==> src/ppid_pkg.sv <==
package ppid_pkg;

    localparam int MAX_VERTICES_DEF = 256;
    localparam int COORD_W = 16;
    localparam int DIFF_W  = 17;
    localparam int OPND_W  = 18;
    localparam int PROD_W  = 36;
    localparam int SUM_W   = 35;
    localparam int MAG_W   = 33;
    localparam int CSQ_W   = 66;
    localparam int DIST_W  = 17;
    localparam logic [DIST_W-1:0] DIST_SAT = 17'h1FFFF;

    localparam logic [1:0] MODE_CLEAR  = 2'd0;
    localparam logic [1:0] MODE_APPEND = 2'd1;
    localparam logic [1:0] MODE_QUERY  = 2'd2;

    typedef logic signed [SUM_W-1:0] t_sum;

    typedef enum logic [3:0] {
        S_IDLE,
        S_FETCH,
        S_LOAD,
        S_MUL,
        S_CSQ,
        S_DIV,
        S_SQRT,
        S_DONE
    } t_state;

    typedef enum logic {
        OP_DIV,
        OP_SQRT
    } t_op;

    typedef struct packed {
        logic start;
        t_op  op;
    } t_iter_ctl;

    typedef struct packed {
        logic busy;
        logic done;
    } t_iter_sts;

endpackage

==> src/ppid_divsqrt.sv <==
module ppid_divsqrt
    import ppid_pkg::*;
(
    input  logic               i_clk,
    input  logic               i_rst_n,
    input  t_iter_ctl          i_ctl,
    input  logic [CSQ_W-1:0]   i_num,
    input  logic [MAG_W-1:0]   i_den,
    output t_iter_sts          o_sts,
    output logic [MAG_W-1:0]   o_res
);

    localparam logic [5:0] DIV_STEPS  = 6'd33;
    localparam logic [5:0] SQRT_STEPS = 6'd17;

    logic              r_busy, n_busy;
    logic              r_done, n_done;
    t_op               r_op, n_op;
    logic [5:0]        r_cnt, n_cnt;
    logic [MAG_W-1:0]  r_rem, n_rem;
    logic [MAG_W-1:0]  r_den, n_den;
    logic [18:0]       r_srem, n_srem;
    logic [33:0]       r_sh, n_sh;
    logic [16:0]       r_root, n_root;

    logic [33:0]       div_t;
    logic              div_ge;
    logic [20:0]       sq_t;
    logic [20:0]       sq_trial;
    logic              sq_ge;

    // one quotient bit or one root bit per cycle
    always_comb begin
        div_t    = {r_rem, r_sh[32]};
        div_ge   = div_t >= {1'b0, r_den};
        sq_t     = {r_srem, r_sh[33:32]};
        sq_trial = {2'b00, r_root, 2'b01};
        sq_ge    = sq_t >= sq_trial;

        n_busy = r_busy;
        n_done = 1'b0;
        n_op   = r_op;
        n_cnt  = r_cnt;
        n_rem  = r_rem;
        n_den  = r_den;
        n_srem = r_srem;
        n_sh   = r_sh;
        n_root = r_root;

        if (i_ctl.start && !r_busy) begin
            n_busy = 1'b1;
            n_op   = i_ctl.op;
            n_den  = i_den;
            n_rem  = i_num[CSQ_W-1:MAG_W];
            n_sh   = {1'b0, i_num[MAG_W-1:0]};
            n_srem = '0;
            n_root = '0;
            n_cnt  = (i_ctl.op == OP_DIV) ? DIV_STEPS : SQRT_STEPS;
        end else if (r_busy) begin
            if (r_op == OP_DIV) begin
                n_rem = div_ge ? 33'(div_t - {1'b0, r_den}) : div_t[32:0];
                n_sh  = {1'b0, r_sh[31:0], div_ge};
            end else begin
                n_srem = sq_ge ? 19'(sq_t - sq_trial) : sq_t[18:0];
                n_root = {r_root[15:0], sq_ge};
                n_sh   = {r_sh[31:0], 2'b00};
            end
            n_cnt = r_cnt - 6'd1;
            if (r_cnt == 6'd1) begin
                n_busy = 1'b0;
                n_done = 1'b1;
            end
        end
    end

    always_ff @(posedge i_clk) begin
        if (!i_rst_n) begin
            r_busy <= 1'b0;
            r_done <= 1'b0;
            r_cnt  <= '0;
        end else begin
            r_busy <= n_busy;
            r_done <= n_done;
            r_cnt  <= n_cnt;
        end
    end

    always_ff @(posedge i_clk) begin
        r_op   <= n_op;
        r_rem  <= n_rem;
        r_den  <= n_den;
        r_srem <= n_srem;
        r_sh   <= n_sh;
        r_root <= n_root;
    end

    assign o_sts.busy = r_busy;
    assign o_sts.done = r_done;
    assign o_res = (r_op == OP_DIV) ? r_sh[MAG_W-1:0] : {16'd0, r_root};

endmodule

==> config.mk <==
export PLATFORM = sky130hd
export DESIGN_NAME = ppid_divsqrt
export DESIGN_NICKNAME = d
export VERILOG_FILES = /design/src/ppid_pkg.sv /design/src/ppid_divsqrt.sv
export SDC_FILE = /design/constraint.sdc
export NUM_CORES = 1
export LEC_CHECK = 0
export ABC_CLOCK_PERIOD_IN_PS = 4300
export BUFFER_PORTS_ARGS = -buffer_cell sky130_fd_sc_hd__buf_2
export CORE_ASPECT_RATIO = 0.6
export CORE_MARGIN = 5
export CORE_UTILIZATION = 50
export CTS_BUF_LIST = sky130_fd_sc_hd__clkbuf_8
export CTS_CLUSTER_DIAMETER = 40
export DETAILED_ROUTE_END_ITERATION = 8
export PLACE_DENSITY = 0.74
export SETUP_SLACK_MARGIN = 0.4
export SYNTH_ARGS = -nofsm -noshare
export SYNTH_HDL_FRONTEND = slang
export SYNTH_SLANG_ARGS = --single-unit
==> constraint.sdc <==
create_clock -name i_clk -period 4.3 [get_ports i_clk]
set_input_delay 0.645 -clock i_clk [delete_from_list [all_inputs] [get_ports i_clk]]
set_output_delay 0.645 -clock i_clk [all_outputs]
set_load 0.01 [all_outputs]
==> impl_metrics.ini <==
[floorplan]
row_count = 38
die_area_um2 = 21100
core-area_um2 = 18000
die_h_um = 115
die_w_um = 184
io_pins = 138
initial_core_util_pct = 50.7

[global_route]
grt_max_degree = 75
grt_pass1_vias = 7063
grt_overflow = 0
grt.total_usage_pct = 21.6
grt_pass1_wl_um = 36300
antenna_found_initial = 4

[yosys]
yosysWarningCount = 0
syn_inst = 1011
syn_area_um2 = 9100
synth_nets = 1169
netlist-cell-type-count = 53
async_flop_share_pct = 0
ys.flop_type = edfxtp_1
synth_area_leader_cell = edfxtp_1
synth.yosys.seq_area_share_pct = 42.9
ys_ff_latch = 145
synth-edff-count = 100
yosys.area.top_type_share_pct = 33.0
ys_top_cells_by_area = edfxtp_1 (33%), dfxtp_1 (9.9%), ha_1 (7.4%), a21oi_1 (6.4%), nand2_1 (5.6%)
synth_area_per_cell_um2 = 9.01

[timing]
fin_crit_ns = 3.69
relSlewSlack_pct = 46.3
finalSetupTns_ns = 0
hold_violations = 0
clock_skew_ns = 0.0125
setup_viol = 0
fin_ws_ns = 0.608
maxSlewViolCount = 0
max_freq_mhz = 271
timing.final.crit_share_pct = 85.9
rsz0062_at_grt = false
tightest_slew_ns = 0.806

[power_and_ir_drop]
p_leak_nw = 4.47
peakVddDrop_mv = 0.337
p_per_area_nw_per_um2 = 626

[worst_setup_path]
crit_path_end_kind = flip-flop
cp_max_fo = 4
cp-start-kind = flip-flop
cp.required_ns = 4.50
setup.worst_path.class = reg2reg
arrival_ns = 3.90

[clocking]
cts_sinks = 145
clkTransAtPathRegs_ns = 0.09
clk_latency_ns = 0.47
cts_buffers = 17
clockBufferDepth = 2
htree_num_levels = 4
cts_tree = yes
cts-root-buf = clkbuf_8

[placed_design]
numPortBuffers = 137
pre_cts_ws_ns = 0.429
post-dp-hpwl_um = 16700
place.gp.congestion = 0.934

[detailed_routing]
first_pass_iters = 5
drt_wl_total_um = 23000
vias = 7752
drc = 0
drtAntennaViolNets = 0
drt-vias-per-instance = 5.57
post_drt_wl_per_cell_um = 16.5
drt_iter0_markers = 737

[finish]
nNetsFinal = 1297
fillers = 1617
drive_gt1_share_pct = 19.0
area_growth_pct = 14.3
diodes = 0

[run]
drv_cap = 0

[min_path]
worstHoldPathType = in2reg

[outcome]
status = complete, no violations
metal layers:
| layer | vias up | global-route usage (%) | share of wire, % |
|---|---|---|---|
| met5 | - | 0 | 0.20 |
| met1 | 3597 | 33.8 | 52 |
| met4 | 8 | 5.02 | 1.1 |
| met2 | 266 | 28.7 | 38 |
| met3 | 27 | 6.63 | 8.0 |
| li1 | 3854 | - | - |
critical path: stages (launching register included):
cell	delay, ns
edfxtp_1	0.44
inv_1	0.16
ha_1	0.17
inv_1	0.07
fa_1	0.44
a211oi_2	0.27
o211ai_2	0.14
a41oi_2	0.26
buf_4	0.18
o21ai_1	0.13
a2111o_1	0.47
a221oi_4	0.33
o21bai_1	0.14
xnor2_1	0.15
o21ai_0	0.10
kinds of logic (layout without fill, tap and decap cells):
| group | count (synthesis) | count (layout) | synth area share, % |
|---|---|---|---|
| compound gates | 304 | 304 | 19.9 |
| simple gates | 294 | 294 | 14.2 |
| flops | 145 | 145 | 42.9 |
| buf+inv | 115 | 256 | 4.96 |
| fa+ha+maj | 55 | 55 | 7.64 |
| mux | 53 | 53 | 6.09 |
| xor+xnor | 45 | 45 | 4.33 |
sequential cells by signal, summed over array words and instances, names as in the netlist:
name    cells
r_busy      1
r_cnt       6
r_den      33
r_done      1
r_op        1
r_rem      33
r_root     17
r_sh       34
r_srem     19
report_power, final:
part	total [mW]	switching (mW)	internal [mW]
combinational	3.43	1.95	1.48
sequential	2.08	0.200	1.88
clock	1.00	0.581	0.422
total	6.51	2.73	3.78
layout by cell type (no fill, tap or decap), types with 5 or more instances in the layout:
| cell type | instances |
|---|---|
| a211oi_1 | 7 |
| a21o_1 | 22 |
| a21oi_1 | 117 |
| a31oi_1 | 11 |
| and3_1 | 6 |
| buf_2 | 137 |
| buf_4 | 19 |
| clkbuf_8 | 18 |
| dfxtp_1 | 45 |
| edfxtp_1 | 100 |
| ha_1 | 54 |
| inv_1 | 68 |
| mux2_2 | 19 |
| mux2i_1 | 34 |
| nand2_1 | 137 |
| nand2b_1 | 9 |
| nand3_1 | 11 |
| nand4_1 | 7 |
| nor2_1 | 70 |
| nor2b_1 | 24 |
| nor3_1 | 17 |
| o21a_1 | 7 |
| o21ai_0 | 95 |
| o21bai_1 | 9 |
| or3_1 | 5 |
| xnor2_1 | 31 |
| xor2_1 | 14 |
worst paths after layout:
| kind | startpoint | endpoint | slack (ns) | depth (start not counted) |
|---|---|---|---|---|
| setup / recovery | r_sh[32]$_DFFE_PP_ | r_rem[32]$_DFFE_PP_ | 0.61 | 14 |
| hold / removal | i_den[20] | r_den[20]$_DFFE_PP_ | 0.35 | 1 |
| hold reg to reg | r_srem[0]$_SDFFE_PP0P_ | r_srem[0]$_SDFFE_PP0P_ | 0.49 | 2 |
| setup reg to reg | r_sh[32]$_DFFE_PP_ | r_rem[32]$_DFFE_PP_ | 0.61 | 14 |
Yosys cell counts, types with 4 or more instances:
cell / number
a211oi_1: 8
a21o_1: 22
a21oi_1: 117
a31oi_1: 11
and3_1: 6
buf_1: 7
buf_2: 4
buf_4: 4
clkbuf_1: 32
dfxtp_1: 45
edfxtp_1: 100
ha_1: 54
inv_1: 68
mux2_2: 19
mux2i_1: 34
nand2_1: 137
nand2b_1: 10
nand3_1: 11
nand4_1: 7
nor2_1: 70
nor2b_1: 24
nor3_1: 17
o21a_1: 7
o21ai_0: 95
o21ai_1: 5
o21bai_1: 9
or3_1: 5
xnor2_1: 31
xor2_1: 14
through the flow:
stage	instances	util (%)	total power, mW	hold slack, ns	cell area (µm²)
after floorplan	1011	-	4.66	0.435	9100
after global placement	1356	55.7	5.35	0.461	10000
after detailed placement	1356	55.7	5.42	0.471	10000
after CTS	1388	57.7	6.44	0.316	10400
after global routing	1392	57.9	7.01	0.310	10400
final	1392	57.9	6.51	0.345	10400
area by class of cell:
type | instances | area, µm² | share of cell area, %
repair buffers | 156 | 828 | 7.96
multi-input cells | 751 | 4760 | 45.8
inverters | 68 | 258 | 2.48
flip-flops and latches | 145 | 3900 | 37.5
clock inverters | 14 | 104 | 0.998
well taps | 240 | 300 | 2.89
clock buffers | 18 | 248 | 2.38
what timing repair did:
action / in CTS / in global routing
hold buffers: 0 / 0
pin swaps: 1 / 3
gates cloned: 0 / 0
resized for setup: 0 / 1
setup buffers: 0 / 4
endpoints found under the setup margin: 1 / 28
(Power assumes the default switching activity.)
