$ cat config.mk
export PLATFORM = sky130hd
export DESIGN_NAME = ppid_mul
export DESIGN_NICKNAME = d
export VERILOG_FILES = /design/src/ppid_pkg.sv /design/src/ppid_mul.sv
export SDC_FILE = /design/constraint.sdc
export NUM_CORES = 1
export LEC_CHECK = 0
export BUFFER_PORTS_ARGS = -buffer_cell sky130_fd_sc_hd__buf_2
export CORE_AREA = 5 5 199 201
export DETAILED_ROUTE_END_ITERATION = 12
export DIE_AREA = 0 0 204 206
export HOLD_SLACK_MARGIN = 0.12
export SLEW_MARGIN = 5
export SYNTH_ARGS = -nofsm -noshare
export SYNTH_HDL_FRONTEND = slang
export SYNTH_SLANG_ARGS = --single-unit
$ cat constraint.sdc
create_clock -name i_clk -period 23.9 [get_ports i_clk]
set_clock_uncertainty 0.1 [all_clocks]
set_input_delay 4.78 -clock i_clk [delete_from_list [all_inputs] [get_ports i_clk]]
set_output_delay 4.78 -clock i_clk [all_outputs]
set_load 0.01 [all_outputs]
$ cat src/ppid_pkg.sv
package ppid_pkg;

    localparam int MAX_VERTICES_DEF = 256;
    localparam int COORD_W = 16;
    localparam int DIFF_W  = 17;
    localparam int OPND_W  = 18;
    localparam int PROD_W  = 36;
    localparam int SUM_W   = 35;
    localparam int MAG_W   = 33;
    localparam int CSQ_W   = 66;
    localparam int DIST_W  = 17;
    localparam logic [DIST_W-1:0] DIST_SAT = 17'h1FFFF;

    localparam logic [1:0] MODE_CLEAR  = 2'd0;
    localparam logic [1:0] MODE_APPEND = 2'd1;
    localparam logic [1:0] MODE_QUERY  = 2'd2;

    typedef logic signed [SUM_W-1:0] t_sum;

    typedef enum logic [3:0] {
        S_IDLE,
        S_FETCH,
        S_LOAD,
        S_MUL,
        S_CSQ,
        S_DIV,
        S_SQRT,
        S_DONE
    } t_state;

    typedef enum logic {
        OP_DIV,
        OP_SQRT
    } t_op;

    typedef struct packed {
        logic start;
        t_op  op;
    } t_iter_ctl;

    typedef struct packed {
        logic busy;
        logic done;
    } t_iter_sts;

endpackage

$ cat src/ppid_mul.sv
module ppid_mul
    import ppid_pkg::*;
(
    input  logic                      i_clk,
    input  logic signed [OPND_W-1:0]  i_a,
    input  logic signed [OPND_W-1:0]  i_b,
    output logic signed [PROD_W-1:0]  o_prod
);

    logic signed [PROD_W-1:0] r_prod;

    // shared signed multiplier, product registered
    always_ff @(posedge i_clk) begin
        r_prod <= i_a * i_b;
    end

    assign o_prod = r_prod;

endmodule

==> impl_metrics.ini, run 1 <==
[yosys]
synth_compound_area_share_pct = 4.48
synth_edf_count = 0
synth_top_family_by_area = adder cells
synthArstFlopShare_pct = 0
syn_nets = 1837
muxShareOfSynthArea_pct = 0.165
synth_area_sq_um = 12900
ys_warn_count = 0
postSynthAreaPerCell_sq_um = 9.37
synth_area_leaders = fa_1 (51%), inv_1 (11%), ha_1 (9.0%)
synth_top_flop_cell = dfxtp_1
synth_top_cell_by_area = fa_1
synth-simple-area-share_pct = 15.4
synth-seq-cells = 36
netlist_top_cells_count = inv_1 (371), fa_1 (329), and2_1 (163)
ys_seq_area_share_pct = 5.58
yosys.area_share.xor_xnor_pct = 2.31
syn_inst = 1378
synthAdderAreaFrac_pct = 60.0
synthDistinctLibCells = 48
synth_top_area_share_pct = 51.0
yosysMostFrequentCell = inv_1

[sta]
period_share_pct = 47.3
rsz0062_at_grt = no
finalMaxSlewViolations = 0
relSlewSlack_pct = 48.7
fin_setup_tns_ps = 0
final.min_clock_period_ps = 11300
setup_violations = 0
worstMarginPinSlew_ps = 761
whs_ps = 4830
fmax_mhz = 88.5
final_hold_viol_count = 0

[detailed_routing]
drt-vias-per-instance = 4.62
vias = 8896
routedWlPerCell_microns = 16.4
drc = 0
wirelength_microns = 31700
antenna_left = 0
first_pass_iters = 4
drtIter0Drc = 387

[clocking]
cts.clk_slew.worst_paths_ps = 70
clockBufferDepth = 2
post-cts-setup-buffers = 0
cts-htree-levels = 2
cts_made_buffers = 5
clock_sinks = 36
ctsHoldBuffers = 0
cts_tree = done
ctsResizeCount = 0
cts_root_buffer = clkbuf_16

[critical_path]
cp_data_required_time_ps = 24030
max_stage_delay_ps = 880
cp_common_cell = fa_1
worstPathArrival_ps = 11440
worstPathMaxFanout = 18
slowest_stage = fa_1
path_cells = buf_2, nand2_1, fa_1, inv_1, fa_1, fa_1, fa_1, fa_1, inv_1, fa_1, inv_1, ha_1, and3_1, and4_1, o211ai_1, o211ai_1, o41ai_1, o2111ai_1, a21oi_1, xnor2_1
end_kind = register
worstSetupPathType = input port to register
critPathLaunchType = input port

[floorplanning]
start_util_pct = 34.5
die_h_microns = 206
die-area_sq_um = 42000
die_w_microns = 204
row_count = 71
ios = 73
core-area_sq_um = 37400

[flow_run]
maxCapViolCount = 0

[placed_design]
hpwl_microns = 27300
io_buffers = 72
dp.cells = 1918
gp_congestion = 0.824

[worst_hold_path]
hp-class = input port to register
whs_path_depth = 2

[grt]
antenna_found_initial = 1
grtUsageTotal_pct = 16.0
grt_max_degree = 20
grt_pass1_vias = 9724
grt_pass1_wl_microns = 52700
grt-ovfl-total = 0

[layout]
regArea_sq_um = 721
nNetsFinal = 1873
largest_reg_flops = 36
final_cells = 1927
drive_gt1_share_pct = 6.64
multi_input_area_sq_um = 10600
area_delta_synth_final_pct = 7.74
fillerInstances = 3763

[outcome]
status = finished, final reports clean
-- per-stage QoR --
stage	instance area [sq um]	worst slack, ps	utilization [%]
2_1_floorplan	12900	12990	-
3_3_place_gp	13800	12190	36.8
3_5_place_dp	13800	12230	36.8
4_1_cts	13900	12530	37.2
5_1_grt	13900	12150	37.2
6_report	13900	12600	37.2
-- worst max-delay path: cells and delay by family --
family	cells	cell delay (ps)
simple gates	3	680
xor+xnor	1	140
buf+inv	4	570
fa+ha+maj	7	3900
compound gates	5	1360
-- logic make-up (layout without fill, tap and decap cells) --
kind of cell               after synthesis  in the layout
AOI/OAI and AO/OA                       82             82
muxes                                    2              2
DFF                                     36             36
adders and majority gates              422            422
buffers and inverters                  415            452
and+or+nand+nor                        387            387
other                                    0              1
xor gates and xnor gates                34             34
-- layout make-up --
class                           instances  area share [%]
Clock inverter                          3           0.171
Sequential cell                        36            5.18
Multi-Input combinational cell        927            76.5
Tap cell                              511            4.60
Timing Repair Buffer                   73            2.64
Antenna cell                            1          0.0180
Clock buffer                            5           0.899
Inverter                              371            10.0
-- path summary, 6_finish.rpt --
kind / start / end / slack (ps)
setup / recovery: i_b[3] / o_prod[35]$_DFF_P_ / 12600
hold / removal: i_a[0] / o_prod[0]$_DFF_P_ / 4830
-- placed cells by master, fill, tap and decap left out, types with 3 or more instances in the layout --
cell | synthesis | layout
fa_1 | 329 | 329
a21oi_1 | 20 | 20
clkbuf_16 | 0 | 5
a31oi_1 | 5 | 5
buf_2 | 0 | 72
nor3_1 | 5 | 5
nand2b_1 | 9 | 9
xnor2_1 | 32 | 32
ha_1 | 93 | 93
a21o_1 | 8 | 8
a211o_1 | 3 | 3
o21ai_0 | 15 | 15
nand2_1 | 157 | 157
and2_1 | 163 | 163
o21bai_1 | 5 | 5
o211ai_1 | 5 | 5
nand3_1 | 6 | 6
nor2b_1 | 17 | 17
inv_1 | 371 | 371
dfxtp_1 | 36 | 36
nor2_1 | 18 | 18
a21boi_0 | 3 | 3
-- routing by layer --
metal,global-route usage (%),part of all wire (%),up-vias
met1,21.8,44,4579
met3,3.15,5.8,40
li1,-,-,4050
met2,26.7,49,227
met4,3.57,1.8,0
met5,0,0,-
Power of run 1 is not shown: default switching activity piles up to over one toggle a cycle in this logic, so the estimate is an artifact.
==> run 2: changes to the inputs <==
--- a/config.mk
+++ b/config.mk
@@ -5,10 +5,11 @@
 export SDC_FILE = /design/constraint.sdc
 export NUM_CORES = 1
 export LEC_CHECK = 0
+export ABC_AREA = 1
 export BUFFER_PORTS_ARGS = -buffer_cell sky130_fd_sc_hd__buf_2
-export CORE_AREA = 5 5 199 201
+export CORE_AREA = 5 5 206 208
 export DETAILED_ROUTE_END_ITERATION = 12
-export DIE_AREA = 0 0 204 206
+export DIE_AREA = 0 0 211 213
 export HOLD_SLACK_MARGIN = 0.12
 export SLEW_MARGIN = 5
 export SYNTH_ARGS = -nofsm -noshare
==> constraint.sdc (replaced) <==
create_clock -name i_clk -period 9.7 [get_ports i_clk]
set_clock_uncertainty 0.1 [all_clocks]
set_input_delay 1.94 -clock i_clk [delete_from_list [all_inputs] [get_ports i_clk]]
set_output_delay 1.94 -clock i_clk [all_outputs]
set_load 0.01 [all_outputs]
==> impl_metrics.ini, run 2 <==
[outcome]
status = finished, final reports clean

[layout]
largest_reg_flops = 36
area_delta_synth_final_pct = 6.50
fillerInstances = 4325
drive_gt1_share_pct = 5.50
final_common_cell = inv_1
nNetsFinal = 2293
diodes = 0
most-common-layout-cells = inv_1 (605), nand2_1 (503), fa_1 (329)

[grt]
antenna_found_initial = 0
grt_pass1_vias = 11900
grt-ovfl-total = 0
grtUsageTotal_pct = 16.3
grt_pass1_wl_microns = 59100
grt_max_degree = 19

[detailed_routing]
met1Wirelength_microns = 14300
wl_met3_microns = 1590
wirelength_microns = 34000
drc = 0
wl_met2_microns = 17800
drtIter0Drc = 542
routedWlPerCell_microns = 14.4
first_pass_iters = 5
top_layer_used = met4
drt-vias-per-instance = 4.44
antenna_left = 0
vias = 10500

[placed_design]
gp_congestion = 0.928
io_buffers = 72
hpwl_microns = 29100

[floorplanning]
row_count = 74
die-area_sq_um = 44900
core-area_sq_um = 40400
start_util_pct = 34.4
ios = 73
die_w_microns = 211
die_h_microns = 213

[yosys]
syn_nets = 2285
synthArstFlopShare_pct = 0
synth_top_cell_by_area = fa_1
synthDistinctLibCells = 26
synth_edf_count = 0
synth_top_flop_cell = dfxtp_1
netlist_top_cells_count = inv_1 (605), nand2_1 (503), fa_1 (329)
ys_seq_area_share_pct = 5.19
synth-seq-cells = 36
ys_warn_count = 0
postSynthAreaPerCell_sq_um = 7.61
synth_top_area_share_pct = 47.4
synth_area_leaders = fa_1 (47%), inv_1 (16%), nand2_1 (14%)
synth_area_sq_um = 13900
yosysMostFrequentCell = inv_1
syn_inst = 1826

[clocking]
cts_root_buffer = clkbuf_16
post-cts-setup-buffers = 0
cts_made_buffers = 5
ctsHoldBuffers = 0
ctsResizeCount = 0
clock_sinks = 36
clockBufferDepth = 2
cts-htree-levels = 2
cts.clk_slew.worst_paths_ps = 60
cts_tree = done

[sta]
period_share_pct = 76.1
fin_setup_tns_ps = 0
worstMarginPinSlew_ps = 556
final.min_clock_period_ps = 7380
relSlewSlack_pct = 62.9
finalMaxSlewViolations = 0
setup_violations = 0
fmax_mhz = 135
rsz0062_at_grt = no
final_hold_viol_count = 0

[critical_path]
worstPathMaxFanout = 18
critPathLaunchType = input port
worstPathArrival_ps = 7480
worstSetupPathType = input port to register
cp_data_required_time_ps = 9800
startpoint = i_a[17]
end_kind = register

[flow_run]
maxCapViolCount = 0

[worst_hold_path]
min-delay-start = i_b[0]
hp-class = input port to register
run 2: cells by family (layout without fill, tap and decap cells):
family,Yosys count,count (layout),synth area share (%)
buf+inv,679,688,18.3
simple gates,634,634,18.1
fa+ha+maj,422,422,55.8
compound gates,38,38,1.49
flops,36,36,5.19
xor+xnor,17,17,1.07
run 2: worst paths after layout:
check	end	slack, ps	cells after the start
min	o_prod[0]$_DFF_P_	1950	3
max	o_prod[26]$_DFF_P_	2320	23
run 2: worst max-delay path, stage by stage:
cell,delay (ps)
buf_2,310
nand2_1,160
inv_1,130
fa_1,460
inv_1,210
fa_1,450
inv_1,110
ha_1,430
inv_1,250
fa_1,540
inv_1,50
fa_1,530
inv_1,50
fa_1,470
inv_1,40
ha_1,350
nand2_1,130
nor2_2,180
inv_2,60
nor2_2,130
nand3_1,90
nand3_1,160
xor2_1,240
run 2: layout make-up:
type	count	area [sq um]	share of cell area [%]
Timing Repair Buffer	72	360	2.43
Clock inverter	3	18.8	0.127
Inverter	608	2280	15.4
Multi-Input combinational cell	1111	10600	71.8
Tap cell	532	666	4.50
Sequential cell	36	721	4.87
Clock buffer	5	125	0.845
run 2: through the flow:
stage	util (%)	setup WS, ps	std cells	area (sq um)	hold slack [ps]
2_1_floorplan	-	2420	1826	13900	2140
3_3_place_gp	36.3	2020	2359	14700	2240
3_5_place_dp	36.3	1950	2359	14700	2230
4_1_cts	36.7	2250	2367	14800	1940
5_1_grt	36.7	1880	2367	14800	1990
6_report	36.7	2320	2367	14800	1950
run 2: metal layers:
layer / vias to the layer above / global-route usage, %
met5: - / 0
met4: 0 / 2.53
met3: 31 / 2.07
met2: 217 / 30.3
met1: 5237 / 20.6
li1: 5024 / -
Power of run 2 is left out for the same reason.
